--- src/chcs_ram.sv ---
`timescale 1ns / 1ps
module chcs_ram #(
  parameter int WIDTH = 8,
  parameter int DEPTH = 16
) (
  input  logic                     clk,
  input  logic                     we,
  input  logic [$clog2(DEPTH)-1:0] waddr,
  input  logic [WIDTH-1:0]         wdata,
  input  logic [$clog2(DEPTH)-1:0] raddr,
  output logic [WIDTH-1:0]         rdata
);
  logic [WIDTH-1:0] mem [DEPTH];

  always_ff @(posedge clk) begin
    if (we) begin
      mem[waddr] <= wdata;
    end
    rdata <= mem[raddr];
  end
endmodule

--- config.mk ---
export PLATFORM = sky130hd
export DESIGN_NAME = chcs_ram
export DESIGN_NICKNAME = d
export VERILOG_FILES = /design/src/chcs_ram.sv
export SDC_FILE = /design/constraint.sdc
export NUM_CORES = 1
export LEC_CHECK = 0
export ABC_AREA = 1
export BUFFER_PORTS_ARGS = -buffer_cell sky130_fd_sc_hd__buf_2
export CORE_ASPECT_RATIO = 1.25
export CORE_MARGIN = 2
export CORE_UTILIZATION = 35
export CTS_CLUSTER_SIZE = 25
export DETAILED_ROUTE_END_ITERATION = 7
export GPL_ROUTABILITY_DRIVEN = 1
export GPL_TIMING_DRIVEN = 0
export PLACE_DENSITY = 0.55
export SYNTH_ARGS = -nofsm -noshare
export SYNTH_HDL_FRONTEND = slang
export SYNTH_SLANG_ARGS = --single-unit
--- constraint.sdc ---
create_clock -name clk -period 1.4 [get_ports clk]
set_input_delay 0.21 -clock clk [delete_from_list [all_inputs] [get_ports clk]]
set_output_delay 0.21 -clock clk [all_outputs]
set_load 0.01 [all_outputs]
==> qor.yml, run 1 <==
power_frac_comb: 0.059
max_freq_ghz: 0.786
slew_violations: 0
tritoncts: "built"
required_ns: 1.43
ir_drop_uv: 831
gp_congestion: 0.862
synth_edf_count: 128
grt_usage: 0.171
p_per_area_mw_per_mm2: 1500
rows: 52
seq_area_sq_mm: 0.00400
syn_inst: 551
synth_area_sq_mm: 0.00577
seqPwrFrac: 0.447
remaining_drc_errors: 0
antenna_found_initial: 0
clock_path_buffers: 2
cpMaxStageDelayCell: "nor2_1"
io_buffers: 22
synth_seq_cells: 136
ioPinCount: 26
die_h_um: 148
hp-class: "input pin to register"
nets: 610
cts_max_level: 4
area_growth_pct: 18.3
placed_area_sq_mm: 0.00615
antenna_cells: 0
vias_per_cell: 4.69
clkSinkCount: 136
finalSetupViolCount: 0
ctsHoldBuffers: 0
crit_chain: "buf_2 > nand3b_1 > nor2_1"
drt-initial-drc-count: 268
crit_path_max_incr_delay_ns: 0.71
netSwitchingFraction: 0.211
vias: 3850
overflow: 0
p_leak_nw: 2.93
ys_warn_count: 0
syn_area_per_cell_sq_um: 10.5
dp.final_hpwl_um: 9580
synth_cell_types: 12
internal-power_mw: 8.08
fin_crit_sh: 0.908
stdcell_area_sq_mm: 0.00682
ant_nets: 0
arrival_ns: 1.31
grt_max_degree: 17
multi_input_area_sq_mm: 0.00121
seq_area_frac_synth: 0.694
critPathLaunchType: "input pin"
cts_setup_buffers: 0
tightestPinTransition_ns: 0.876
synth_commonest_cells: "nand2_1 (173), edfxtp_1 (128), inv_1 (100)"
maxCapViolCount: 0
p_clk_frac: 0.494
relSlewSlack: 0.414
die-area_sq_mm: 0.0175
endpoint_kind: "register"
dr.pass1.iters: 4
clock-root-buffer: "clkbuf_16"
numCtsBuffers: 17
fp.coreArea_sq_mm: 0.0161
fin_crit_ns: 1.27
synth_top_flop_cell: "edfxtp_1"
rsz0062_at_grt: "false"
synth_nets: 569
holdWs_ns: 0.201
wirelength_um: 14200
setup_ws_ns: 0.128
async_reset_ff_frac: 0
synth_area_leaders: "edfxtp_1 (67%), nand2_1 (11%), nand3_1 (8.4%)"
worstPathMaxFanout: 8
wl_per_cell_um: 17.3
synth_top_area_share: 0.667
clkLatencyLatePin_ns: 0.41
start_util: 0.357
first_global_vias: 3874
clk_pin_slew_ns: 0.06
grt_pass1_wl_um: 21900
drive_gt1_frac: 0.131
status: "complete, no violations"
nFillCells: 1595
skew_ns: 0.00758
power.switching_mw: 2.16
die_w_um: 119
criticalPathCategory: "input pin to register"
synth_top_area_cell: "edfxtp_1"
finalHoldViolations: 0
yosysMostFrequentCell: "nand2_1"
tns_ns: 0
dpl_worst_slack_ns: -0.339
cts_resized: 0
## routing by layer
layer | vias up | global-route usage | share of wire
met5 | - | 0 | 0
met1 | 1848 | 0.206 | 0.42
met3 | 32 | 0.0305 | 0.041
met2 | 111 | 0.284 | 0.49
li1 | 1859 | - | -
met4 | 0 | 0.110 | 0.051
## layout by cell type, fill, tap and decap left out
cell / n
nand3_1: 97
inv_1: 100
clkinv_2: 2
dfxtp_1: 8
buf_6: 6
buf_4: 4
nand2_1: 173
clkinvlp_4: 2
buf_1: 1
bufinv_16: 6
clkbuf_16: 17
edfxtp_1: 128
nor2_1: 17
inv_2: 2
clkinv_4: 3
buf_2: 35
nand3b_1: 2
inv_6: 2
## logic make-up (layout without fill, tap and decap cells)
kind of cell | count (synthesis) | count (layout) | share of synthesized area
buf+inv | 126 | 180 | 0.0952
flops | 136 | 136 | 0.694
simple gates | 289 | 289 | 0.210
## critical path, delay by kind of cell
family	cells	cell delay, ns
simple gates	2	0.97
buf+inv	1	0.12
## stage by stage
stage          total power [mW]  utilization  instances
6_report                   10.2        0.423        821
5_1_grt                    10.5        0.423        821
4_1_cts                    10.3        0.423        821
3_5_place_dp               5.27        0.381        789
3_3_place_gp               5.25        0.381        789
2_1_floorplan              4.99            -        551
## flip-flops by register name, indices dropped and copies added, names as in the netlist
signal / count
rdata: 8
mem: 128
## layout make-up
type / count / share of cell area
Tap cell: 216 / 0.0396
Multi-Input combinational cell: 289 / 0.178
Buffer: 24 / 0.0244
Sequential cell: 136 / 0.587
Clock inverter: 15 / 0.0365
Clock buffer: 17 / 0.0624
Inverter: 102 / 0.0561
Timing Repair Buffer: 22 / 0.0161
## power by group through the flow
| stage | combinational, mW | clock, mW | sequential [mW] |
|---|---|---|---|
| floorplan | 0.321 | 0 | 4.67 |
| global placement | 0.597 | 0 | 4.66 |
| detailed placement | 0.607 | 0 | 4.66 |
| CTS | 0.610 | 5.09 | 4.57 |
| global route | 0.671 | 5.27 | 4.58 |
| finish | 0.608 | 5.05 | 4.57 |
## worst paths after layout
path / to / slack (ns) / depth (start not counted) / start
max: mem[10][3] / 0.13 / 3 / waddr[2]
min: mem[3][2] / 0.20 / 1 / wdata[2]
max reg2reg: rdata[5] / 0.30 / 6 / mem[6][5]
min reg2reg: rdata[7] / 0.67 / 6 / mem[10][7]
No activity file was read; power rests on OpenSTA's default activity.
==> run 2: changes to the inputs <==
==> constraint.sdc (replaced) <==
create_clock -name clk -period 1.4 [get_ports clk]
set_input_delay 0.28 -clock clk [delete_from_list [all_inputs] [get_ports clk]]
set_output_delay 0.28 -clock clk [all_outputs]
set_load 0.01 [all_outputs]
==> run 2 against run 1 <==
Effect of this change:
- non-clock buffer count is the same
- critical endpoint is now mem[14][1]
- global-route usage is the same
- utilization hardly changed
- highest routed layer unchanged
- sequential power barely moved
- count of clock-buffer cells in the layout stayed put
==> qor.yml, run 2 (synthesis gave the netlist of run 1 again) <==
status: "complete, no violations"
criticalPathCategory: "input pin to register"
clock-root-buffer: "clkbuf_16"
fin_crit_ns: 1.32  # +0.0510 ns
clk_pin_slew_ns: 0.06  # about the same
wl_per_cell_um: 17.3  # -0.13%
antenna_found_initial: 0  # unchanged
ant_nets: 0  # unchanged
tritoncts: "built"
clkSinkCount: 136  # unchanged
drt-initial-drc-count: 292  # +9.0%
crit_path_max_incr_delay_ns: 0.73  # +0.02 ns
largest_register: "mem"
grt_max_degree: 17  # unchanged
nFillCells: 1597  # +0.13%
critPathLaunchType: "input pin"
first_global_vias: 3874  # unchanged
maxCapViolCount: 0  # unchanged
rr_startpoint: "mem[6][3]"
ioPinCount: 26  # unchanged
wirelength_um: 14200  # -0.13%
cpMaxStageDelayCell: "nor2_1"
vias_per_cell: 4.70  # +0.18%
p_per_area_mw_per_mm2: 1500  # about the same
die-area_sq_mm: 0.0175  # unchanged
area_growth_pct: 18.3  # about the same
max_freq_ghz: 0.756  # -3.9%
top_regs: "mem x128, rdata x8"
required_ns: 1.43  # about the same
setup_ws_ns: 0.0771  # -0.0510 ns
dpl.cell_count: 789  # unchanged
numCtsBuffers: 17  # unchanged
skew_ns: 0.00828  # +0.000695 ns
worstRegToRegCells: 6  # unchanged
ir_drop_uv: 830  # -0.15%
grt_pass1_wl_um: 21900  # unchanged
p_leak_nw: 2.93  # about the same
largest_reg_flops: 128  # unchanged
die_h_um: 148  # unchanged
nets: 610  # unchanged
clkLatencyLatePin_ns: 0.41  # about the same
worstPathMaxFanout: 8  # unchanged
cts_max_level: 4  # unchanged
overflow: 0  # unchanged
dpl_worst_slack_ns: -0.409  # -0.0700 ns
hp-class: "input pin to register"
fp.coreArea_sq_mm: 0.0161  # unchanged
finalHoldViolations: 0  # unchanged
fin_crit_sh: 0.945  # +0.0364
clock_path_buffers: 2  # unchanged
gp_congestion: 0.862  # unchanged
layout_commonest_cell: "nand2_1"
grt_usage: 0.171  # unchanged
crit_cells: 4  # +1
crit_chain: "buf_2 > inv_1 > nand2_1 > nor2_1"
arrival_ns: 1.36  # +0.05 ns
tns_ns: 0  # unchanged
relSlewSlack: 0.402  # -0.0121
crit_start: "waddr[0]"
min_path_cells: 1  # unchanged
remaining_drc_errors: 0  # unchanged
tightestPinTransition_ns: 0.894  # +0.0180 ns
rows: 52  # unchanged
dp.final_hpwl_um: 9580  # unchanged
finalSetupViolCount: 0  # unchanged
ctsHoldBuffers: 0  # unchanged
stdcell_count: 821  # unchanged
drive_gt1_frac: 0.132  # +0.00165
final_cell_mix: "nand2_1 (173), edfxtp_1 (128), inv_1 (100), nand3_1 (97), buf_2 (35)"
rsz0062_at_grt: "false"
slew_violations: 0  # unchanged
cp.buffers_inverters: 2  # +1
start_util: 0.357  # unchanged
dr.pass1.iters: 5  # +1
cts_setup_buffers: 0  # unchanged
cp_top_family: "simple AND/OR/NAND/NOR gates"
die_w_um: 119  # unchanged
power_mw: 10.2  # about the same
min_from: "wdata[2]"
vias: 3857  # +0.18%
io_buffers: 22  # unchanged
endpoint_kind: "register"
antenna_cells: 0  # unchanged
run 2: cell count changes in the layout (fill, tap and decap cells not counted):
cell,before,now
nor2_2,0,1
nor2_1,17,16
run 2: report_power, final:
group          internal, mW  switching [mW]
registers              4.55          0.0218
logic                 0.175           0.432
clock network          3.35            1.70
run 2: area by class of cell:
| type | instances | area [sq um] | share of cell area |
|---|---|---|---|
| sequential | 136 | 4000 | 0.587 |
| multi-input combinational | 289 | 1220 | 0.178 |
| clock buffer | 17 | 425 | 0.0623 |
| inverter | 102 | 383 | 0.0561 |
| tap | 216 | 270 | 0.0396 |
| clock inverter | 15 | 249 | 0.0365 |
| buffer | 24 | 166 | 0.0244 |
| timing repair buffer | 22 | 110 | 0.0161 |
run 2: final timing paths:
path	end	slack (ns)
setup / recovery	mem[14][1]	0.08
hold / removal	mem[3][2]	0.27
setup reg to reg	rdata[3]	0.30
hold reg to reg	rdata[7]	0.68
run 2: per-layer routing:
metal | global-route usage | up-vias | routed length, um
li1 | - | 1854 | -
met1 | 0.206 | 1831 | 5840
met2 | 0.284 | 139 | 6870
met3 | 0.0305 | 33 | 764
met4 | 0.110 | 0 | 740
met5 | 0 | - | 0
run 2: worst register-to-register path: stages, from the launching register on:
cell      delay [ns]
edfxtp_1        0.35
inv_1           0.06
nand2_1         0.05
nand3_1         0.09
nand3_1         0.20
nand3_1         0.15
nand2_1         0.07
run 2: per-stage QoR:
stage | hold slack (ns) | util | area [sq um]
2_1_floorplan | 0.379 | - | 5770
3_3_place_gp | 0.666 | 0.381 | 6150
3_5_place_dp | 0.664 | 0.381 | 6150
6_report | 0.266 | 0.423 | 6820
4_1_cts | 0.266 | 0.423 | 6820
5_1_grt | 0.274 | 0.423 | 6820
run 2: repair_timing:
action | 4_1_cts | 5_1_grt
endpoints found under the hold margin | 0 | 0
gates resized for setup | 0 | 1
endpoints found under the setup margin | 0 | 8
