==> src/chcs_pkg.sv <==
`timescale 1ns / 1ps
package chcs_pkg;

  localparam int COORD_W = 16;
  localparam int SUM_W   = 22;
  localparam int POINT_W = 3 * COORD_W;

  typedef struct packed {
    logic signed [COORD_W-1:0] cost;
    logic signed [COORD_W-1:0] y;
    logic signed [COORD_W-1:0] x;
  } point_t;

  typedef struct packed {
    logic take;
    logic done;
  } back_ctl_t;

endpackage

==> src/chcs_if.sv <==


interface chcs_hull_if;
  logic        valid;
  logic        ready;
  logic [15:0] hull_x;
  logic [15:0] hull_y;
  logic [15:0] hull_cost;
  logic [21:0] cost_sum;
  logic        overflow;
  logic        last_result;

  modport source (output valid, hull_x, hull_y, hull_cost, cost_sum, overflow, last_result,
                  input ready);
  modport sink (input valid, hull_x, hull_y, hull_cost, cost_sum, overflow, last_result,
                output ready);
endinterface

==> src/chcs_ram.sv <==
`timescale 1ns / 1ps
module chcs_ram #(
  parameter int WIDTH = 8,
  parameter int DEPTH = 16
) (
  input  logic                     clk,
  input  logic                     we,
  input  logic [$clog2(DEPTH)-1:0] waddr,
  input  logic [WIDTH-1:0]         wdata,
  input  logic [$clog2(DEPTH)-1:0] raddr,
  output logic [WIDTH-1:0]         rdata
);
  logic [WIDTH-1:0] mem [DEPTH];

  always_ff @(posedge clk) begin
    if (we) begin
      mem[waddr] <= wdata;
    end
    rdata <= mem[raddr];
  end
endmodule

==> src/chcs_back.sv <==
`timescale 1ns / 1ps
module chcs_back #(
  parameter int MAX_POINTS = 64
) (
  input  logic                            clk,
  input  logic                            rst,
  input  logic                            job_valid,
  input  logic [$clog2(MAX_POINTS+1)-1:0] job_count,
  input  logic                            job_dropped,
  output chcs_pkg::back_ctl_t             ctl,
  output logic [$clog2(MAX_POINTS)-1:0]   st_raddr,
  input  chcs_pkg::point_t                st_rdata,
  chcs_hull_if.source                     hull
);
  import chcs_pkg::*;

  localparam int AW = $clog2(MAX_POINTS);
  localparam int CW = $clog2(MAX_POINTS + 1);

  typedef enum logic [26:0] {
    ST_IDLE     = 27'h0000001,
    ST_ANC      = 27'h0000002,
    ST_SML      = 27'h0000004,
    ST_SRT_INIT = 27'h0000008,
    ST_SRT_I    = 27'h0000010,
    ST_SRT_P    = 27'h0000020,
    ST_SRT_O    = 27'h0000040,
    ST_SRT_Q    = 27'h0000080,
    ST_SRT_M    = 27'h0000100,
    ST_SRT_C    = 27'h0000200,
    ST_SRT_J    = 27'h0000400,
    ST_SC_I0    = 27'h0000800,
    ST_SC_I1    = 27'h0001000,
    ST_SC_I2    = 27'h0002000,
    ST_SC_C     = 27'h0004000,
    ST_SC_CR    = 27'h0008000,
    ST_SC_CP    = 27'h0010000,
    ST_SC_CHK   = 27'h0020000,
    ST_SC_A     = 27'h0040000,
    ST_SC_AP    = 27'h0080000,
    ST_SC_M     = 27'h0100000,
    ST_SC_X     = 27'h0200000,
    ST_SC_PUSH  = 27'h0400000,
    ST_EM_S     = 27'h0800000,
    ST_EM_P     = 27'h1000000,
    ST_EM_O     = 27'h2000000,
    ST_DONE     = 27'h4000000
  } state_t;

  state_t state, state_next;

  logic [CW-1:0] n, n_next;
  logic          drop, drop_next;
  logic [CW-1:0] i, i_next;
  logic [CW-1:0] j, j_next;
  logic [CW-1:0] m, m_next;
  logic [CW-1:0] d, d_next;
  logic [AW-1:0] anchor, anchor_next;
  logic [AW-1:0] p_addr, p_addr_next;
  logic [AW-1:0] o_addr, o_addr_next;
  logic [AW-1:0] s_addr, s_addr_next;
  logic [AW-1:0] cidx, cidx_next;
  logic signed [COORD_W-1:0] ax, ax_next, ay, ay_next;
  logic signed [COORD_W-1:0] tx, tx_next, ty, ty_next;
  logic signed [COORD_W-1:0] cx, cx_next, cy, cy_next;
  logic signed [COORD_W:0]   d1x, d1x_next, d1y, d1y_next;
  logic signed [COORD_W:0]   d2x, d2x_next, d2y, d2y_next;
  logic signed [2*COORD_W+1:0] pr1, pr2;
  logic signed [2*COORD_W+2:0] cr;
  logic [COORD_W+1:0] man1, man2;
  logic [COORD_W:0]   abs1x, abs1y, abs2x, abs2y;
  logic               m_less;
  logic signed [SUM_W-1:0] sum, sum_next;

  logic          o_we, s_we;
  logic [AW-1:0] o_waddr, s_waddr, o_wdata, s_wdata, o_rdata, s_rdata;

  logic out_free;
  logic emit;
  logic emit_last;

  chcs_ram #(.WIDTH(AW), .DEPTH(MAX_POINTS)) u_order (
    .clk(clk), .we(o_we), .waddr(o_waddr), .wdata(o_wdata),
    .raddr(o_addr_next), .rdata(o_rdata)
  );

  chcs_ram #(.WIDTH(AW), .DEPTH(MAX_POINTS)) u_stack (
    .clk(clk), .we(s_we), .waddr(s_waddr), .wdata(s_wdata),
    .raddr(s_addr_next), .rdata(s_rdata)
  );

  assign st_raddr = p_addr_next;
  assign out_free = !hull.valid || hull.ready;
  assign cr       = (2*COORD_W+3)'(pr1) - (2*COORD_W+3)'(pr2);

  assign abs1x = d1x[COORD_W] ? (COORD_W+1)'(-d1x) : d1x;
  assign abs1y = d1y[COORD_W] ? (COORD_W+1)'(-d1y) : d1y;
  assign abs2x = d2x[COORD_W] ? (COORD_W+1)'(-d2x) : d2x;
  assign abs2y = d2y[COORD_W] ? (COORD_W+1)'(-d2y) : d2y;
  assign man1  = (COORD_W+2)'(abs1x) + (COORD_W+2)'(abs1y);
  assign man2  = (COORD_W+2)'(abs2x) + (COORD_W+2)'(abs2y);

  always_ff @(posedge clk) begin
    pr1    <= d1x * d2y;
    pr2    <= d1y * d2x;
    m_less <= man1 < man2;
  end

  always_comb begin
    state_next  = state;
    n_next      = n;
    drop_next   = drop;
    i_next      = i;
    j_next      = j;
    m_next      = m;
    d_next      = d;
    anchor_next = anchor;
    p_addr_next = p_addr;
    o_addr_next = o_addr;
    s_addr_next = s_addr;
    cidx_next   = cidx;
    ax_next     = ax;
    ay_next     = ay;
    tx_next     = tx;
    ty_next     = ty;
    cx_next     = cx;
    cy_next     = cy;
    d1x_next    = d1x;
    d1y_next    = d1y;
    d2x_next    = d2x;
    d2y_next    = d2y;
    sum_next    = sum;
    o_we        = 1'b0;
    o_waddr     = j[AW-1:0];
    o_wdata     = i[AW-1:0];
    s_we        = 1'b0;
    s_waddr     = d[AW-1:0];
    s_wdata     = cidx;
    ctl         = '0;
    emit        = 1'b0;
    emit_last   = 1'b0;

    case (state)
      ST_IDLE: begin
        if (job_valid) begin
          ctl.take    = 1'b1;
          n_next      = job_count;
          drop_next   = job_dropped;
          i_next      = '0;
          p_addr_next = '0;
          sum_next    = '0;
          if (job_count == '0) begin
            state_next = ST_DONE;
          end else if (job_count < CW'(3)) begin
            state_next = ST_SML;
          end else begin
            state_next = ST_ANC;
          end
        end
      end
      ST_SML: begin
        if (out_free) begin
          emit      = 1'b1;
          emit_last = (i + CW'(1) == n);
          sum_next  = sum + SUM_W'(st_rdata.cost);
          if (emit_last) begin
            state_next = ST_DONE;
          end else begin
            i_next      = i + CW'(1);
            p_addr_next = AW'(i + CW'(1));
          end
        end
      end
      ST_ANC: begin
        if (i == '0 || st_rdata.y < ay || (st_rdata.y == ay && st_rdata.x < ax)) begin
          ax_next     = st_rdata.x;
          ay_next     = st_rdata.y;
          anchor_next = i[AW-1:0];
        end
        if (i + CW'(1) == n) begin
          state_next = ST_SRT_INIT;
        end else begin
          i_next      = i + CW'(1);
          p_addr_next = AW'(i + CW'(1));
        end
      end
      ST_SRT_INIT: begin
        o_we       = 1'b1;
        o_waddr    = '0;
        o_wdata    = anchor;
        m_next     = CW'(1);
        i_next     = '0;
        state_next = ST_SRT_I;
      end
      ST_SRT_I: begin
        if (i == n) begin
          o_addr_next = '0;
          state_next  = ST_SC_I0;
        end else if (i[AW-1:0] == anchor) begin
          i_next = i + CW'(1);
        end else begin
          p_addr_next = i[AW-1:0];
          state_next  = ST_SRT_P;
        end
      end
      ST_SRT_P: begin
        d1x_next = (COORD_W+1)'(st_rdata.x) - (COORD_W+1)'(ax);
        d1y_next = (COORD_W+1)'(st_rdata.y) - (COORD_W+1)'(ay);
        j_next   = m;
        if (m > CW'(1)) begin
          o_addr_next = AW'(m - CW'(1));
          state_next  = ST_SRT_O;
        end else begin
          o_we       = 1'b1;
          o_waddr    = m[AW-1:0];
          m_next     = m + CW'(1);
          i_next     = i + CW'(1);
          state_next = ST_SRT_I;
        end
      end
      ST_SRT_O: begin
        p_addr_next = o_rdata;
        state_next  = ST_SRT_Q;
      end
      ST_SRT_Q: begin
        d2x_next   = (COORD_W+1)'(st_rdata.x) - (COORD_W+1)'(ax);
        d2y_next   = (COORD_W+1)'(st_rdata.y) - (COORD_W+1)'(ay);
        state_next = ST_SRT_M;
      end
      ST_SRT_M: begin
        state_next = ST_SRT_C;
      end
      ST_SRT_C: begin
        o_we = 1'b1;
        if (cr > 0 || (cr == 0 && m_less)) begin
          o_wdata    = o_rdata;
          j_next     = j - CW'(1);
          state_next = ST_SRT_J;
        end else begin
          m_next     = m + CW'(1);
          i_next     = i + CW'(1);
          state_next = ST_SRT_I;
        end
      end
      ST_SRT_J: begin
        if (j > CW'(1)) begin
          o_addr_next = AW'(j - CW'(1));
          state_next  = ST_SRT_O;
        end else begin
          o_we       = 1'b1;
          m_next     = m + CW'(1);
          i_next     = i + CW'(1);
          state_next = ST_SRT_I;
        end
      end
      ST_SC_I0: begin
        s_we        = 1'b1;
        s_waddr     = '0;
        s_wdata     = o_rdata;
        o_addr_next = AW'(1);
        state_next  = ST_SC_I1;
      end
      ST_SC_I1: begin
        s_we        = 1'b1;
        s_waddr     = AW'(1);
        s_wdata     = o_rdata;
        p_addr_next = o_rdata;
        state_next  = ST_SC_I2;
      end
      ST_SC_I2: begin
        tx_next    = st_rdata.x;
        ty_next    = st_rdata.y;
        d_next     = CW'(2);
        i_next     = CW'(2);
        state_next = ST_SC_C;
      end
      ST_SC_C: begin
        o_addr_next = i[AW-1:0];
        state_next  = ST_SC_CR;
      end
      ST_SC_CR: begin
        cidx_next   = o_rdata;
        p_addr_next = o_rdata;
        state_next  = ST_SC_CP;
      end
      ST_SC_CP: begin
        cx_next    = st_rdata.x;
        cy_next    = st_rdata.y;
        state_next = ST_SC_CHK;
      end
      ST_SC_CHK: begin
        if (d >= CW'(2)) begin
          s_addr_next = AW'(d - CW'(2));
          state_next  = ST_SC_A;
        end else begin
          state_next = ST_SC_PUSH;
        end
      end
      ST_SC_A: begin
        p_addr_next = s_rdata;
        state_next  = ST_SC_AP;
      end
      ST_SC_AP: begin
        d1x_next   = (COORD_W+1)'(tx) - (COORD_W+1)'(st_rdata.x);
        d1y_next   = (COORD_W+1)'(ty) - (COORD_W+1)'(st_rdata.y);
        d2x_next   = (COORD_W+1)'(cx) - (COORD_W+1)'(st_rdata.x);
        d2y_next   = (COORD_W+1)'(cy) - (COORD_W+1)'(st_rdata.y);
        state_next = ST_SC_M;
      end
      ST_SC_M: begin
        state_next = ST_SC_X;
      end
      ST_SC_X: begin
        if (cr <= 0) begin
          tx_next    = st_rdata.x;
          ty_next    = st_rdata.y;
          d_next     = d - CW'(1);
          state_next = ST_SC_CHK;
        end else begin
          state_next = ST_SC_PUSH;
        end
      end
      ST_SC_PUSH: begin
        s_we    = 1'b1;
        tx_next = cx;
        ty_next = cy;
        d_next  = d + CW'(1);
        i_next  = i + CW'(1);
        if (i + CW'(1) == n) begin
          j_next     = d;
          state_next = ST_EM_S;
        end else begin
          state_next = ST_SC_C;
        end
      end
      ST_EM_S: begin
        s_addr_next = j[AW-1:0];
        state_next  = ST_EM_P;
      end
      ST_EM_P: begin
        p_addr_next = s_rdata;
        state_next  = ST_EM_O;
      end
      ST_EM_O: begin
        if (out_free) begin
          emit      = 1'b1;
          emit_last = (j == '0);
          sum_next  = sum + SUM_W'(st_rdata.cost);
          if (emit_last) begin
            state_next = ST_DONE;
          end else begin
            j_next     = j - CW'(1);
            state_next = ST_EM_S;
          end
        end
      end
      ST_DONE: begin
        ctl.done   = 1'b1;
        state_next = ST_IDLE;
      end
      default: begin
        state_next = ST_IDLE;
      end
    endcase
  end

  always_ff @(posedge clk) begin
    if (rst) begin
      state      <= ST_IDLE;
      hull.valid <= 1'b0;
    end else begin
      state <= state_next;
      if (emit) begin
        hull.valid <= 1'b1;
      end else if (hull.ready) begin
        hull.valid <= 1'b0;
      end
    end
  end

  always_ff @(posedge clk) begin
    n      <= n_next;
    drop   <= drop_next;
    i      <= i_next;
    j      <= j_next;
    m      <= m_next;
    d      <= d_next;
    anchor <= anchor_next;
    p_addr <= p_addr_next;
    o_addr <= o_addr_next;
    s_addr <= s_addr_next;
    cidx   <= cidx_next;
    ax     <= ax_next;
    ay     <= ay_next;
    tx     <= tx_next;
    ty     <= ty_next;
    cx     <= cx_next;
    cy     <= cy_next;
    d1x    <= d1x_next;
    d1y    <= d1y_next;
    d2x    <= d2x_next;
    d2y    <= d2y_next;
    sum    <= sum_next;
    if (emit) begin
      hull.hull_x      <= st_rdata.x;
      hull.hull_y      <= st_rdata.y;
      hull.hull_cost   <= st_rdata.cost;
      hull.cost_sum    <= sum_next;
      hull.overflow    <= drop;
      hull.last_result <= emit_last;
    end
  end
endmodule

==> src/flat_wrapper.sv <==
// flat-port wrapper written by rule: the top's interface ports become plain ports
module chcs_back_flat import chcs_pkg::*;
#(
  parameter int MAX_POINTS = 64
)
  (clk, rst, job_valid, job_count, job_dropped, ctl, st_raddr, st_rdata, hull_valid, hull_hull_x, hull_hull_y, hull_hull_cost, hull_cost_sum, hull_overflow, hull_last_result, hull_ready);
  chcs_hull_if hull_i ();
  input  logic clk;
  input  logic rst;
  input  logic job_valid;
  input  logic [$clog2(MAX_POINTS+1)-1:0] job_count;
  input  logic job_dropped;
  output chcs_pkg::back_ctl_t ctl;
  output logic [$clog2(MAX_POINTS)-1:0] st_raddr;
  input  chcs_pkg::point_t st_rdata;
  output wire logic [$bits(hull_i.valid)-1:0] hull_valid;
  output wire logic [$bits(hull_i.hull_x)-1:0] hull_hull_x;
  output wire logic [$bits(hull_i.hull_y)-1:0] hull_hull_y;
  output wire logic [$bits(hull_i.hull_cost)-1:0] hull_hull_cost;
  output wire logic [$bits(hull_i.cost_sum)-1:0] hull_cost_sum;
  output wire logic [$bits(hull_i.overflow)-1:0] hull_overflow;
  output wire logic [$bits(hull_i.last_result)-1:0] hull_last_result;
  input wire logic [$bits(hull_i.ready)-1:0] hull_ready;
  assign hull_valid = hull_i.valid;
  assign hull_hull_x = hull_i.hull_x;
  assign hull_hull_y = hull_i.hull_y;
  assign hull_hull_cost = hull_i.hull_cost;
  assign hull_cost_sum = hull_i.cost_sum;
  assign hull_overflow = hull_i.overflow;
  assign hull_last_result = hull_i.last_result;
  assign hull_i.ready = hull_ready;
  chcs_back #(.MAX_POINTS(MAX_POINTS)) u_core (.clk(clk), .rst(rst), .job_valid(job_valid), .job_count(job_count), .job_dropped(job_dropped), .ctl(ctl), .st_raddr(st_raddr), .st_rdata(st_rdata), .hull(hull_i));
endmodule
==> config.mk <==
export PLATFORM = sky130hd
export DESIGN_NAME = chcs_back_flat
export DESIGN_NICKNAME = d
export VERILOG_FILES = /design/src/chcs_pkg.sv /design/src/chcs_if.sv /design/src/chcs_ram.sv /design/src/chcs_back.sv /design/src/flat_wrapper.sv
export SDC_FILE = /design/constraint.sdc
export NUM_CORES = 2
export LEC_CHECK = 0
export ABC_AREA = 1
export BUFFER_PORTS_ARGS = -buffer_cell sky130_fd_sc_hd__buf_2
export CAP_MARGIN = 25
export CORE_MARGIN = 2
export CORE_UTILIZATION = 45
export DETAILED_ROUTE_END_ITERATION = 8
export HOLD_SLACK_MARGIN = 0.08
export PLACE_DENSITY = 0.62
export RECOVER_POWER = 50
export SETUP_SLACK_MARGIN = 0.3
export SLEW_MARGIN = 20
export SYNTH_ARGS = -nofsm -noshare
export SYNTH_HDL_FRONTEND = slang
export SYNTH_SLANG_ARGS = --single-unit
==> constraint.sdc <==
create_clock -name clk -period 8 [get_ports clk]
set_clock_uncertainty 0.2 [all_clocks]
set_input_delay 0.4 -clock clk [delete_from_list [all_inputs] [get_ports clk]]
set_output_delay 0.4 -clock clk [all_outputs]
set_load 0.02 [all_outputs]
==> results.yml <==
synth:
  syn_nets: 10056
  synthTopCellsByCount: "1879 x nand2_1, 1690 x inv_1, 1052 x edfxtp_1"
  synth_top_family_by_area: "adder cells"
  synthAdderAreaFrac: 0.205
  syn-cell-area_sq_um: 82900
  synth_xor_area_frac: 0.0257
  synth.avg_cell_area_sq_um: 9.21
  synth_simple_gate_area_frac: 0.191
  synth_edf_count: 1052
  synth_compound_area_frac: 0.0639
  synth_most_common_cell: "nand2_1"
  yosysWarnings: 0
  seq_area_frac_synth: 0.417
  async_flop_share: 0
  synthFlopType: "edfxtp_1"
  yosysTopAreaCell: "edfxtp_1"
  synth_seq_cells: 1201
  ys_types: 66
  synth.area.top_cells: "edfxtp_1 38%, fa_1 15%, nand2_1 8.5%, inv_1 7.7%, ha_1 6.0%"
  yosys-mux-area-fraction: 0
  syn_inst: 8999
  yosys.area.top_type_share: 0.381
grt:
  grt_start_max_net_pins: 155
  antenna_found_initial: 2
  grt_overflow: 0
  grt_pass1_wl_mm: 351
  gr-usage-all-layers: 0.241
  grt_pass1_vias: 62047
die:
  die_h_microns: 433
  io-pin-count: 141
  die_w_microns: 433
  rows: 157
  core-area_sq_um: 183000
  die_area_sq_um: 188000
  initial_utilization: 0.453
outcome:
  violations: "max-capacitance violations, max-slew violations"
  outcome: "finished with violations"
clocking:
  cts_sinks: 1201
  htree_levels: 4
  ctsResizeCount: 0
  cts_tree: "built"
  clockBufferDepth: 3
  cts_buffers: 135
  clk_pin_slew_ps: 60
  insertion_delay_ps: 780
  cts.root.buffer_cell: "clkbuf_16"
critical_path:
  cpMostUsedCell: "nand3_1"
  cp_slowest_stage_delay_ps: 2120
  worstPathRequired_ps: 8500
  cp_num_buf_inv: 3
  critPathLaunch: "u_core.state[2]"
  cp.depth: 15
  regToRegStartpoint: "u_core.state[2]"
  worstSetupStartpointType: "flip-flop"
  cp_slowest_cell: "clkbuf_1"
  ff2ff_path_depth: 15
  worst_setup_path_end_kind: "flip-flop"
  critPathKind: "reg -> reg"
  worstPathMaxFanout: 49
  arrival_ps: 7530
  path_cells: "nor2_1 -> nand2_1 -> nor2_1 -> nand2_1 -> a21oi_1 -> nand2_2 -> a21oi_4 -> clkbuf_1 -> inv_2 -> buf_12 -> nand3_1 -> nand3_1 -> nand3_1 -> nand3_1 -> nand2_1"
  cpLargestDelayFamily: "buffers and inverters"
detailed_routing:
  drc_errors: 0
  wl_mm: 225
  via_per_inst: 5.25
  vias: 61029
  first_iter_violations: 4992
  ant_nets: 0
  drtPass1Iterations: 6
  routedWlPerCell_microns: 19.3
power:
  leakage_nw: 40.4
  peakVddDrop_mv: 0.193
  power_density_nw_per_um2: 152
placed_design:
  dp_hpwl_mm: 162
  place_area_sq_um: 85700
  gp_congestion: 0.941
  io_buffers: 140
sta:
  fin_crit_sh: 0.879
  finalCriticalPeriod_ps: 7030
  max_freq_ghz: 0.142
  worst_slew_margin_rel: -1.26
  hold_violations: 0
  setup_viol: 0
  rsz0062_at_grt: "false"
  setup_tns_ps: 0
  drv_slew: 1019
  tightest_slew_ps: 3400
finish:
  drive_above_1_share: 0.0397
  syn2layout_area_growth_pct: 9.04
  design_area_sq_um: 90400
  nets: 10112
job:
  max-cap-violations: 19
worst_hold_path:
  hold_start: "st_rdata[43]"
  holdPathStages: 2
  hp-class: "in -> reg"
## sequential cells by signal, indices dropped and copies added, names as in the netlist, 16 cells and up
| signal | count |
|---|---|
| u_core.d1y | 17 |
| u_core.tx | 16 |
| u_core.cx | 16 |
| u_core.cy | 16 |
| u_core.ax | 16 |
| u_core.pr1 | 34 |
| u_core.hull.hull_cost | 16 |
| u_core.d2x | 17 |
| u_core.u_order.mem | 384 |
| u_core.d1x | 17 |
| u_core.hull.hull_y | 16 |
| u_core.hull.hull_x | 16 |
| u_core.d2y | 17 |
| u_core.hull.cost_sum | 22 |
| u_core.ay | 16 |
| u_core.sum | 22 |
| u_core.state | 27 |
| u_core.u_stack.mem | 384 |
| u_core.ty | 16 |
| u_core.pr2 | 34 |
## through the flow
stage | power [mW] | utilization | hold slack (ps) | setup WS (ps) | cells
floorplan | 7.42 | - | 200 | 1800 | 8999
global placement | 7.71 | 0.468 | 206 | 1280 | 11315
detailed placement | 7.72 | 0.468 | 217 | 1150 | 11319
CTS | 13.9 | 0.495 | 98.1 | 1130 | 11628
global route | 14.1 | 0.494 | 203 | 383 | 11631
finish | 13.7 | 0.494 | 185 | 971 | 11632
## final cells by class
cell class,count,area [sq um]
Antenna cell,2,5.00
Clock buffer,175,3690
Clock inverter,73,673
Fill cell,17199,92700
Inverter,1706,6410
Multi-Input combinational cell,5745,40300
Sequential cell,1201,34600
Tap cell,2464,3080
Timing Repair Buffer,266,1660
## layout by cell type (no fill, tap or decap), types with 78 or more instances in the layout
cell / synthesis / final
nand2_1: 1879 / 1882
inv_1: 1690 / 1692
edfxtp_1: 1052 / 1052
nand3_1: 709 / 705
fa_1: 602 / 602
nor2_1: 538 / 540
ha_1: 395 / 395
o21ai_0: 304 / 303
a21oi_1: 287 / 289
clkbuf_1: 159 / 175
o211ai_1: 172 / 172
xor2_1: 149 / 149
dfxtp_1: 149 / 149
nand3b_1: 147 / 147
clkbuf_16: 0 / 138
xnor2_1: 94 / 94
nor3_1: 77 / 78
## what timing repair did
item | in CTS | in global routing
hold buffers | 61 | 0
setup buffers | 0 | 0
hold endpoints to repair | 216 | 0
## power by group
group          leakage [nW]  internal, mW  switching [mW]
Clock                  2.13          3.49            2.64
Sequential             10.8          6.89          0.0284
Combinational          27.5         0.178           0.510
## per-layer routing
metal / share of wire / up-vias / global-route usage
met4: 0.044 / 2 / 0.0992
li1: - / 29076 / -
met3: 0.061 / 401 / 0.0375
met5: 0.00019 / - / 0.00182
met2: 0.49 / 1963 / 0.413
met1: 0.41 / 29587 / 0.302
## worst paths after layout
path,to,slack (ps)
min,u_core.hull.hull_cost[11],190
max reg2reg,u_core.u_stack.rdata[0],970
max,u_core.u_stack.rdata[0],970
min reg2reg,u_core.hull.overflow,230
## cell families (layout without fill, tap and decap cells)
| kind of cell | Yosys count | in the layout |
|---|---|---|
| adder cells (fa/ha/maj) | 997 | 997 |
| other | 0 | 2 |
| flip-flops | 1201 | 1201 |
| buffers and inverters | 2053 | 2220 |
| AO/OA/AOI/OAI | 895 | 895 |
| AND/OR/NAND/NOR | 3610 | 3610 |
| XOR/XNOR | 243 | 243 |
Note: power is estimated with default switching activity, not from simulation.
