File: src/chcs_pkg.sv
`timescale 1ns / 1ps
package chcs_pkg;

  localparam int COORD_W = 16;
  localparam int SUM_W   = 22;
  localparam int POINT_W = 3 * COORD_W;

  typedef struct packed {
    logic signed [COORD_W-1:0] cost;
    logic signed [COORD_W-1:0] y;
    logic signed [COORD_W-1:0] x;
  } point_t;

  typedef struct packed {
    logic take;
    logic done;
  } back_ctl_t;

endpackage

File: src/chcs_if.sv
`timescale 1ns / 1ps
interface chcs_pt_if;
  logic        valid;
  logic        ready;
  logic [15:0] pt_x;
  logic [15:0] pt_y;
  logic [15:0] pt_cost;
  logic        last_point;

  modport source (output valid, pt_x, pt_y, pt_cost, last_point, input ready);
  modport sink (input valid, pt_x, pt_y, pt_cost, last_point, output ready);
endinterface


File: src/chcs_front.sv
`timescale 1ns / 1ps
module chcs_front #(
  parameter int MAX_POINTS = 64
) (
  input  logic                            clk,
  input  logic                            rst,
  chcs_pt_if.sink                         pt,
  output logic                            st_we,
  output logic [$clog2(MAX_POINTS)-1:0]   st_waddr,
  output chcs_pkg::point_t                st_wdata,
  output logic                            job_valid,
  output logic [$clog2(MAX_POINTS+1)-1:0] job_count,
  output logic                            job_dropped,
  input  chcs_pkg::back_ctl_t             ctl
);
  import chcs_pkg::*;

  localparam int AW = $clog2(MAX_POINTS);
  localparam int CW = $clog2(MAX_POINTS + 1);
  localparam logic [CW-1:0] FULL = CW'(MAX_POINTS);

  logic [CW-1:0] count;
  logic          dropped;
  logic          pending;
  logic          accept;
  logic          room;

  assign pt.ready = !pending;
  assign accept   = pt.valid && pt.ready;
  assign room     = (count != FULL);

  assign st_we    = accept && room;
  assign st_waddr = count[AW-1:0];
  assign st_wdata = '{cost: pt.pt_cost, y: pt.pt_y, x: pt.pt_x};

  always_ff @(posedge clk) begin
    if (rst) begin
      count       <= '0;
      dropped     <= 1'b0;
      pending     <= 1'b0;
      job_valid   <= 1'b0;
      job_count   <= '0;
      job_dropped <= 1'b0;
    end else begin
      if (ctl.take) begin
        job_valid <= 1'b0;
      end
      if (ctl.done) begin
        pending <= 1'b0;
      end
      if (accept) begin
        if (pt.last_point) begin
          job_valid   <= 1'b1;
          pending     <= 1'b1;
          job_count   <= room ? count + CW'(1) : count;
          job_dropped <= dropped || !room;
          count       <= '0;
          dropped     <= 1'b0;
        end else if (room) begin
          count <= count + CW'(1);
        end else begin
          dropped <= 1'b1;
        end
      end
    end
  end
endmodule

File: src/flat_wrapper.sv
// flat-port wrapper written by rule: the top's interface ports become plain ports
module chcs_front_flat import chcs_pkg::*;
#(
  parameter int MAX_POINTS = 64
)
  (clk, rst, st_we, st_waddr, st_wdata, job_valid, job_count, job_dropped, ctl, pt_valid, pt_pt_x, pt_pt_y, pt_pt_cost, pt_last_point, pt_ready);
  chcs_pt_if pt_i ();
  input  logic clk;
  input  logic rst;
  output logic st_we;
  output logic [$clog2(MAX_POINTS)-1:0] st_waddr;
  output chcs_pkg::point_t st_wdata;
  output logic job_valid;
  output logic [$clog2(MAX_POINTS+1)-1:0] job_count;
  output logic job_dropped;
  input  chcs_pkg::back_ctl_t ctl;
  input wire logic [$bits(pt_i.valid)-1:0] pt_valid;
  input wire logic [$bits(pt_i.pt_x)-1:0] pt_pt_x;
  input wire logic [$bits(pt_i.pt_y)-1:0] pt_pt_y;
  input wire logic [$bits(pt_i.pt_cost)-1:0] pt_pt_cost;
  input wire logic [$bits(pt_i.last_point)-1:0] pt_last_point;
  output wire logic [$bits(pt_i.ready)-1:0] pt_ready;
  assign pt_i.valid = pt_valid;
  assign pt_i.pt_x = pt_pt_x;
  assign pt_i.pt_y = pt_pt_y;
  assign pt_i.pt_cost = pt_pt_cost;
  assign pt_i.last_point = pt_last_point;
  assign pt_ready = pt_i.ready;
  chcs_front #(.MAX_POINTS(MAX_POINTS)) u_core (.clk(clk), .rst(rst), .pt(pt_i), .st_we(st_we), .st_waddr(st_waddr), .st_wdata(st_wdata), .job_valid(job_valid), .job_count(job_count), .job_dropped(job_dropped), .ctl(ctl));
endmodule
File: config.mk
export PLATFORM = sky130hd
export DESIGN_NAME = chcs_front_flat
export DESIGN_NICKNAME = d
export VERILOG_FILES = /design/src/chcs_pkg.sv /design/src/chcs_if.sv /design/src/chcs_front.sv /design/src/flat_wrapper.sv
export SDC_FILE = /design/constraint.sdc
export NUM_CORES = 1
export LEC_CHECK = 0
export ABC_AREA = 1
export BUFFER_PORTS_ARGS = -buffer_cell sky130_fd_sc_hd__buf_2
export CAP_MARGIN = 10
export CORE_MARGIN = 5
export CORE_UTILIZATION = 41
export CTS_BUF_LIST = sky130_fd_sc_hd__clkbuf_8
export DETAILED_ROUTE_END_ITERATION = 16
export PLACE_DENSITY = 0.89
export SLEW_MARGIN = 10
export SYNTH_ARGS = -nofsm -noshare
export SYNTH_HDL_FRONTEND = slang
export SYNTH_SLANG_ARGS = --single-unit
File: constraint.sdc
create_clock -name clk -period 1.9 [get_ports clk]
set_input_delay 0.38 -clock clk [delete_from_list [all_inputs] [get_ports clk]]
set_output_delay 0.38 -clock clk [all_outputs]
set_load 0.05 [all_outputs]
==> results of run 1 <==
-- cells by family (layout without fill, tap and decap cells) --
kind of cell	count (synthesis)	after routing	share of synthesized area, %
buf+inv	71	42	38.2
simple gates	56	56	21.8
compound gates	18	18	8.75
flops	18	18	28.6
fa+ha+maj	2	2	1.99
xor+xnor	1	1	0.696
-- metrics by stage --
step	hold WS (ns)	cell area [um2]	utilization (%)	setup WS (ns)
after global placement	0.436	1000	33.5	0.396
after CTS	0.311	1050	34.8	0.0977
after detailed placement	0.438	1000	33.5	0.379
after floorplan	0.464	1260	-	0.246
final	0.317	1050	34.8	0.119
after global routing	0.311	1050	34.8	0.0113
-- sequential cells by signal, summed over array words and instances (netlist names) --
signal	count
u_core.count	7
u_core.job_count	7
u_core.dropped	1
u_core.job_dropped	1
u_core.job_valid	1
u_core.pending	1
-- worst register-to-register path: stages (launching register included) --
cell and delay [ns]:
dfxtp_1 0.32, buf_4 0.15, ha_1 0.20, nand2_1 0.10
clkinv_2 0.09, nand3_1 0.07, nand2_1 0.07, a22o_1 0.17
-- Yosys cell counts (all sizes together) --
cell type  instances  area share (%)
a21oi              9             3.9
a22o               3             2.1
buf               55              33
clkinv             1            0.40
dfxtp             18              29
ha                 2             2.0
inv               15             4.7
nand2             36              11
nand3              9             4.8
nand3b             1            0.60
nor2              10             5.5
o21ai              4             1.6
o31ai              2             1.2
xor2               1            0.70
-- area by class of cell --
class	count	area, um2
Inverter	16	63.8
Sequential cell	18	360
Clock buffer	3	41.3
Fill cell	334	1960
Multi-Input combinational cell	77	422
Timing Repair Buffer	23	118
Tap cell	33	41.3
-- how the worst max path moves through the flow --
stage                                            start  endpoint  slack, ns  cells after the start
after floorplan           u_core.count[0]$_SDFFE_PP0N_     st_we       0.25                      5
after global placement                        pt_valid     st_we       0.40                      6
after detailed placement  u_core.count[1]$_SDFFE_PP0N_     st_we       0.38                      6
after CTS                 u_core.count[1]$_SDFFE_PP0N_     st_we        0.1                      6
after global routing      u_core.count[1]$_SDFFE_PP0N_     st_we       0.01                      6
final                     u_core.count[1]$_SDFFE_PP0N_     st_we       0.12                      6
-- power groups by stage --
stage	clock, mW	sequential [mW]	combinational [mW]
2_1_floorplan	0	0.410	0.333
4_1_cts	0.269	0.388	0.0972
5_1_grt	0.294	0.389	0.105
6_report	0.260	0.388	0.0958
3_3_place_gp	0	0.396	0.0949
3_5_place_dp	0	0.397	0.0971
-- layer usage --
metal / wire (um) / share of wire, % / vias up / track usage [%]
met2: 946 / 46 / 27 / 16.3
met3: 210 / 10 / 6 / 5.98
met4: 21 / 1.0 / 0 / 4.15
met5: 0 / 0 / - / 0
li1: - / - / 411 / -
met1: 882 / 43 / 362 / 12.4
==> impl_metrics.csv, run 1 <==
group,metric,value,unit
finish,layout.nets,195,
finish,fin_cells,170,
placement,place_hpwl,1600,um
global_routing,antenna_found_initial,0,
clock_network,numCtsBuffers,3,
power,power.share.clock,34.9,%
die,fp.coreArea,3000,um2
finish,final_cell_mix,"nand2_1, buf_2, dfxtp_1",
sta,hold_viol,0,
critical_path,rr_endpoint,"u_core.job_count[4]$_SDFFE_PP0P_",
sta,slew_viol_final,0,
clock_network,holdBufCountCts,0,
critical_path,crit-reg2reg-launch,"u_core.count[0]$_SDFFE_PP0N_",
min_path,min_to,"u_core.job_valid$_SDFF_PP0_",
sta,relSlewSlack,82.8,%
critical_path,required,1.52,ns
synthesis,syn_area,1260,um2
die,rows,20,
placement,port_buffers,22,
clock_network,ctsResizeCount,0,
min_path,min_path_type,"input port to flop",
critical_path,cpPeakStageDelay,0.40,ns
sta,setup_viol,0,
critical_path,worstSetupPathType,"flop to output pin",
power,power.leakage,0.493,nW
route,drt_iter0_markers,32,
power,intPower,0.549,mW
power,power.density,711,nW/um2
die,boundaryPins,119,
clock_network,clkTransAtPathRegs,0.06,ns
power,switching_power,0.195,mW
global_routing,grt_pass1_wl,3570,um
route,wire_per_inst,12.1,um
placement,placed_cells,167,
critical_path,end_kind,"output pin",
power,p_seq_share,52.2,%
route,dr.pass1.iters,4,
synthesis,ys_types,23,
global_routing,grt_usage,10.7,%
finish,final_common_cell,"nand2_1",
clock_network,cts_tree,"done",
run_status,status,"complete, no violations",
placement,routabilityCongestion,0.908,
synthesis,synth-seq-area-share,28.6,%
critical_path,crit_fanout,5,
synthesis,syn_avg_cell_area,7.58,um2
sta,fin_tns_setup,0,ns
finish,synthToLayoutAreaGrowth,-16.9,%
min_path,holdPathStages,2,
job,maxCapViolCount,0,
critical_path,crit_family,"flip-flops",
synthesis,syn_nets,222,
clock_network,htree_num_levels,1,
power,p_comb_share,12.9,%
global_routing,grt_start_max_net_pins,11,
route,vias,806,
min_path,holdCritStartpoint,"ctl[1]",
critical_path,path_cells,"inv_1 > ha_1 > nand2_1 > nor2_2 > a21oi_2 > buf_2",
critical_path,path_buf_inv,2,
global_routing,grt.overflow.total,0,
sta,worst_pin_slew,0.260,ns
global_routing,grt_pass1_vias,812,
power,swShare,26.2,%
synthesis,yosysWarnings,0,
route,vias_per_cell,4.74,
route,drc,0,
critical_path,arrival,1.40,ns
power,vdd_ir_drop_max,0.414,mV
critical_path,reg2reg_depth,7,
die,die_x,65.4,um
die,start_util,41.9,%
sta,skew,0.00246,ns
finish,num_antenna_cells,0,
clock_network,postCtsSetupRepairBufs,0,
sta,period_minus_slack,1.78,ns
die,die_y,65.4,um
clock_network,insertion_delay,0.25,ns
sta,clock.fmax,562,MHz
sta,finalCritPeriodShare,93.7,%
critical_path,critPathSlowestCell,"dfxtp_1",
route,postRouteAntennaNets,0,
critical_path,reg2reg_slack,0.61,ns
sta,rsz0062_at_grt,"no",
clock_network,clock-sinks,18,
clock_network,root_buffer,"clkbuf_8",
synthesis,synth_cells,166,
synthesis,synth_seq_cells,18,
route,wl,2060,um
die,dieArea,4280,um2
clock_network,clock_path_buffers,2,
critical_path,crit_path_start_kind,"flop",
finish,drive_above_1_share,30.7,%
power,power.total,0.744,mW
No activity file was read; power rests on OpenSTA's default activity.
==> run 2, diff against run 1 <==
- ABC_AREA: 1 -> default
- BUFFER_PORTS_ARGS: -buffer_cell sky130_fd_sc_hd__buf_2 -> default
- CORE_UTILIZATION: 41 -> 45
- DONT_BUFFER_PORTS: default -> 1
- PLACE_DENSITY: 0.89 -> default
==> run 2 against run 1 <==
  * The flow now finishes with violations (negative setup slack)
  * Global-route usage rose by 1.4 points
  * Hold slack got worse by 0.14 ns
  * Cell count fell by 16%
  * Total power rose by 14%
  * Sequential cell count unchanged
  * First-iteration DRC count increased by 22%
  * Sequential power grew 12%
  * Fmax fell by 10%
  * Cell area is 3.2% higher
  * Via count decreased by 1.5%
  * Non-clock buffer count shrank 7
  * Register-to-register slack got worse by 0.56 ns
  * Critical endpoint unchanged
  * Largest cell class unchanged
==> impl_metrics.csv, run 2 <==
group,metric,value,unit
sta,whs,0.174,ns
critical_path,reg2reg_depth,8,
placement,dp_worst_setup_slack,0.0453,ns
global_routing,grt_usage,12.0,%
synthesis,syn_area,1250,um2
finish,num_antenna_cells,0,
power,power.density,784,nW/um2
finish,synthToLayoutAreaGrowth,-13.4,%
synthesis,syn_avg_cell_area,8.32,um2
critical_path,end_kind,"output pin",
finish,multi_input_area,472,um2
finish,largestRegisters,"u_core.count: 7 flops, u_core.job_count: 7 flops",
run_status,violations,"negative setup slack",
clock_network,insertion_delay,0.26,ns
sta,clock.fmax,504,MHz
sta,hold_viol,0,
route,vias_per_cell,5.55,
critical_path,worstSetupEndpoint,"st_we",
synthesis,post-synth-top-count-cell,"buf_4",
critical_path,crit_path_start_kind,"flop",
critical_path,crit_fanout,2,
power,p_comb_share,10.7,%
power,power.leakage,0.400,nW
power,p_seq_share,51.3,%
sta,period_minus_slack,1.98,ns
finish,register_area,363,um2
critical_path,required,1.52,ns
global_routing,grt.overflow.total,0,
die,fp.coreArea,2710,um2
synthesis,synth_commonest_cells,"buf_4, dfxtp_1, a21oi_1",
synthesis,synth_edf_count,0,
power,power.share.clock,38.0,%
synthesis,syn_nets,206,
critical_path,crit_start,"u_core.count[0]$_SDFFE_PP0N_",
clock_network,clkTransAtPathRegs,0.07,ns
synthesis,synth_seq_cells,18,
global_routing,grt_pass1_vias,771,
sta,slew_viol_final,0,
synthesis,yosys.area.top_type,"buf_4",
die,dieArea,3930,um2
route,postRouteAntennaNets,0,
clock_network,clock-sinks,18,
critical_path,crit-reg2reg-launch,"u_core.count[0]$_SDFFE_PP0N_",
placement,place_hpwl,1740,um
route,drt_iter0_markers,39,
run_status,status,"complete, but fails checks",
finish,final_common_cell,"dfxtp_1",
min_path,min_path_type,"input port to flop",
route,wire_per_inst,16.8,um
route,dr.pass1.iters,4,
die,start_util,46.0,%
finish,layout.nets,169,
sta,rsz0062_at_grt,"yes",
critical_path,rr_endpoint,"u_core.job_count[0]$_SDFFE_PP0P_",
sta,skew,0.00171,ns
clock_network,holdBufCountCts,0,
power,swShare,27.9,%
global_routing,antenna_found_initial,0,
finish,final_cell_mix,"dfxtp_1, buf_4, a21oi_1",
synthesis,ys_top_cells_by_area,"buf_4, dfxtp_1, a21oi_1",
finish,drive_above_1_share,33.9,%
power,vdd_ir_drop_max,0.494,mV
sta,relSlewSlack,65.9,%
global_routing,grt_pass1_wl,3930,um
die,die_x,62.7,um
die,boundaryPins,119,
clock_network,clock_path_buffers,2,
synthesis,synth_cells,150,
clock_network,root_buffer,"clkbuf_8",
clock_network,cts_tree,"done",
synthesis,async_reset_ff_share,0,%
sta,finalCritPeriodShare,104,%
die,rows,19,
job,maxCapViolCount,0,
global_routing,grt_start_max_net_pins,17,
synthesis,ys_types,31,
critical_path,arrival,1.60,ns
sta,worst_pin_slew,0.511,ns
clock_network,numCtsBuffers,3,
synthesis,yosysWarnings,0,
placement,routabilityCongestion,0.777,
route,vias,794,
power,intPower,0.610,mW
critical_path,worstSetupPathType,"flop to output pin",
synthesis,synth-seq-area-share,28.9,%
route,wl,2400,um
route,drc,0,
finish,nFillCells,272,
power,switching_power,0.236,mW
critical_path,reg2reg_slack,0.05,ns
synthesis,synth_top_cell_area_share,32.5,%
sta,setup_viol,1,
synthesis,synthFlopType,"dfxtp_1",
die,die_y,62.7,um
placement,port_buffers,0,
clock_network,htree_num_levels,1,
sta,worst_slack,-0.0827,ns
[run 2: cell count changes after synthesis, sizes merged, moves of 3 or more]
cell	change
a22o	-3
a31oi	+3
clkbuf	+3
inv	-10
nand2	-30
nand2b	+4
nand3	-4
nor2	-3
or4	+4
xnor2	+3
[run 2: worst min-delay path by stage]
stage / start / end / depth (start not counted)
after global routing: rst / u_core.job_count[2]$_SDFFE_PP0P_ / 1
after global placement: rst / u_core.count[4]$_SDFFE_PP0N_ / 1
final: rst / u_core.job_count[2]$_SDFFE_PP0P_ / 1
after floorplan: rst / u_core.dropped$_SDFFE_PP0P_ / 1
after CTS: rst / u_core.count[1]$_SDFFE_PP0N_ / 1
after detailed placement: rst / u_core.job_count[1]$_SDFFE_PP0P_ / 1
[run 2: timing repair]
action | CTS | global route
setup endpoints to repair | 1 | 5
setup buffers | 3 | 0
gates cloned | 0 | 0
pin swaps | 2 | 1
gates resized for setup | 2 | 7
[run 2: critical path, cell delays in order, from the launching register on]
cell     delay, ns
dfxtp_2       0.32
inv_2         0.05
ha_1          0.13
or4b_4        0.46
nor3b_4       0.26
nor2_4        0.12
[run 2: metrics by stage]
step	cell area (um2)	power (mW)	utilization, %	instances	TNS (ns)
global route	1080	0.884	39.8	143	-0.163
CTS	1050	0.846	38.7	143	-0.0797
detailed placement	971	0.527	35.8	136	0
floorplan	1260	0.780	-	150	0
global placement	971	0.526	35.8	136	0
finish	1080	0.846	39.8	143	-0.0827
[run 2: final cells by class]
class                      instances  area share (%)
tap                               31            3.59
clock buffer                       4            5.10
inverter                           5            1.74
timing repair buffer              16            12.3
sequential                        18            33.6
multi-input combinational         69            43.7
[run 2: logic make-up after synthesis]
| group | synth area share (%) |
|---|---|
| buffers and inverters | 35.3 |
| adder cells (fa/ha/maj) | 2.01 |
| flip-flops | 28.9 |
| AND/OR/NAND/NOR | 18.0 |
| AO/OA/AOI/OAI | 11.6 |
| XOR/XNOR | 4.21 |
[run 2: power by group through the flow]
stage	clock [mW]	combinational [mW]	sequential [mW]
after floorplan	0	0.338	0.442
after global placement	0	0.0831	0.443
after detailed placement	0	0.0834	0.443
after CTS	0.324	0.0874	0.435
after global routing	0.350	0.0981	0.436
final	0.321	0.0907	0.434
[run 2: per-layer routing]
layer  up-vias  GRT usage (%)  share of wire [%]
met5         -              0                  0
met4         0           4.24                2.0
met3        11           7.55                 13
met2        39           18.4                 44
met1       367           13.6                 40
li1        377              -                  -
==> run 3, diff against run 2 <==
- SETUP_SLACK_MARGIN: default -> 0.05
==> run 3 against run 2 <==
  * The flow still finishes with violations (negative setup slack)
  * Critical path depth stayed put
  * Utilization is 0.55 points higher
  * Fmax is 0.41% lower
  * Sequential cell count stayed put
  * Clock skew is 0.00093 ns higher
  * Wire length is 0.96% higher
  * First-iteration DRC count is 82% higher
  * Via count is 0.76% lower
  * Hold slack hardly changed
  * Clock-buffer cell count stayed put
  * Combinational power hardly changed
  * Total power hardly changed
==> impl_metrics.csv, run 3 (synthesized netlist as in run 2, its figures left out) <==
group,metric,value,unit
sta,setup_viol,1,
clock_network,insertion_delay,0.26,ns
run_status,status,"complete, but fails checks",
finish,layout.nets,169,
sta,worst_pin_slew,0.511,ns
finish,final_cell_mix,"dfxtp_1, buf_4, a21oi_1",
route,drc,0,
route,drt_iter0_markers,71,
global_routing,grt.overflow.total,0,
critical_path,arrival,1.61,ns
finish,fin_cells,143,
finish,drive_above_1_share,34.8,%
critical_path,critPathSlowestCell,"or4b_4",
critical_path,crit_fanout,2,
die,die_x,62.7,um
placement,placed_cells,136,
finish,num_antenna_cells,0,
clock_network,root_buffer,"clkbuf_8",
power,power.density,773,nW/um2
critical_path,end_kind,"output pin",
global_routing,grt_pass1_wl,3950,um
critical_path,path_buf_inv,1,
sta,slew_viol_final,0,
route,vias,788,
min_path,min_to,"u_core.job_count[2]$_SDFFE_PP0P_",
clock_network,cts_tree,"done",
finish,synthToLayoutAreaGrowth,-12.2,%
power,power.leakage,0.401,nW
sta,rsz0062_at_grt,"yes",
die,rows,19,
sta,period_minus_slack,1.99,ns
die,die_y,62.7,um
critical_path,worstSetupPathType,"flop to output pin",
route,vias_per_cell,5.51,
min_path,min_path_type,"input port to flop",
global_routing,antenna_found_initial,0,
clock_network,clkTransAtPathRegs,0.07,ns
clock_network,clock-sinks,18,
min_path,holdCritStartpoint,"rst",
critical_path,reg2reg_depth,7,
sta,finalCritPeriodShare,105,%
finish,largestRegisters,"u_core.count: 7 flops, u_core.job_count: 7 flops",
critical_path,cpPeakStageDelay,0.46,ns
die,boundaryPins,119,
clock_network,clock_path_buffers,2,
sta,hold_viol,0,
die,fp.coreArea,2710,um2
power,vdd_ir_drop_max,0.493,mV
route,wire_per_inst,17.0,um
sta,skew,0.00264,ns
finish,final_util,40.4,%
placement,dp_worst_setup_slack,0.0453,ns
route,postRouteAntennaNets,0,
critical_path,reg2reg_slack,0.03,ns
finish,design_area,1090,um2
placement,routabilityCongestion,0.777,
placement,port_buffers,0,
clock_network,numCtsBuffers,3,
finish,final_common_cell,"dfxtp_1",
die,start_util,46.0,%
critical_path,rr_endpoint,"u_core.count[2]$_SDFFE_PP0N_",
critical_path,crit_family,"simple AND/OR/NAND/NOR gates",
critical_path,crit_path_start_kind,"flop",
job,maxCapViolCount,0,
min_path,holdPathStages,1,
route,dr.pass1.iters,4,
global_routing,grt_pass1_vias,764,
placement,place_hpwl,1740,um
global_routing,grt_usage,12.1,%
clock_network,holdBufCountCts,0,
sta,clock.fmax,502,MHz
route,wl,2430,um
critical_path,crit-reg2reg-launch,"u_core.count[0]$_SDFFE_PP0N_",
clock_network,htree_num_levels,1,
critical_path,required,1.52,ns
sta,relSlewSlack,65.9,%
placement,placed_area,971,um2
global_routing,grt_start_max_net_pins,17,
run_status,violations,"negative setup slack",
critical_path,path_cells,"inv_2 > ha_1 > or4b_4 > nor3b_4 > nor2_4",
finish,nFillCells,271,
sta,worst_slack,-0.0909,ns
power,power.total,0.846,mW
die,dieArea,3930,um2
-- run 3: through the flow --
step | hold slack, ns | setup TNS (ns)
after floorplan | 0.459 | 0
after global placement | 0.452 | 0
after detailed placement | 0.454 | 0
after CTS | 0.178 | -0.0797
after global routing | 0.163 | -0.182
final | 0.174 | -0.0909
-- run 3: final cells by class --
cell class              instances  area [um2]  area share (%)
clock buffers                   4        55.1            5.03
inverters                       5        18.8            1.71
multi-input cells              69         487            44.5
flip-flops and latches         18         363            33.1
well taps                      31        38.8            3.54
repair buffers                 16         133            12.1
-- run 3: worst max path at each step --
stage	to	cells after the start	slack (ns)	start
final	st_we	5	-0.09	u_core.count[0]$_SDFFE_PP0N_
after global placement	st_we	5	0.07	u_core.count[1]$_SDFFE_PP0N_
after global routing	st_we	5	-0.13	u_core.count[0]$_SDFFE_PP0N_
after CTS	st_we	5	-0.08	u_core.count[0]$_SDFFE_PP0N_
after floorplan	st_we	5	0.002	u_core.count[0]$_SDFFE_PP0N_
after detailed placement	st_we	5	0.05	u_core.count[1]$_SDFFE_PP0N_
-- run 3: where the power goes --
part           internal, mW  switching (mW)  leakage, nW
registers             0.391          0.0437        0.147
logic                0.0350          0.0557        0.225
clock network         0.184           0.136       0.0288
total                 0.610           0.236        0.401
-- run 3: metal layers --
layer | vias to the layer above | GRT usage, % | part of all wire (%)
met1 | 364 | 13.7 | 41
li1 | 374 | - | -
met4 | 0 | 4.24 | 2.0
met3 | 11 | 7.55 | 13
met5 | - | 0 | 0
met2 | 39 | 18.4 | 44
-- run 3: timing repair --
item	4_1_cts	5_1_grt
pin swaps	2	1
cloned	0	0
endpoints found under the setup margin	2	7
setup buffers	3	0
gates resized for setup	3	8
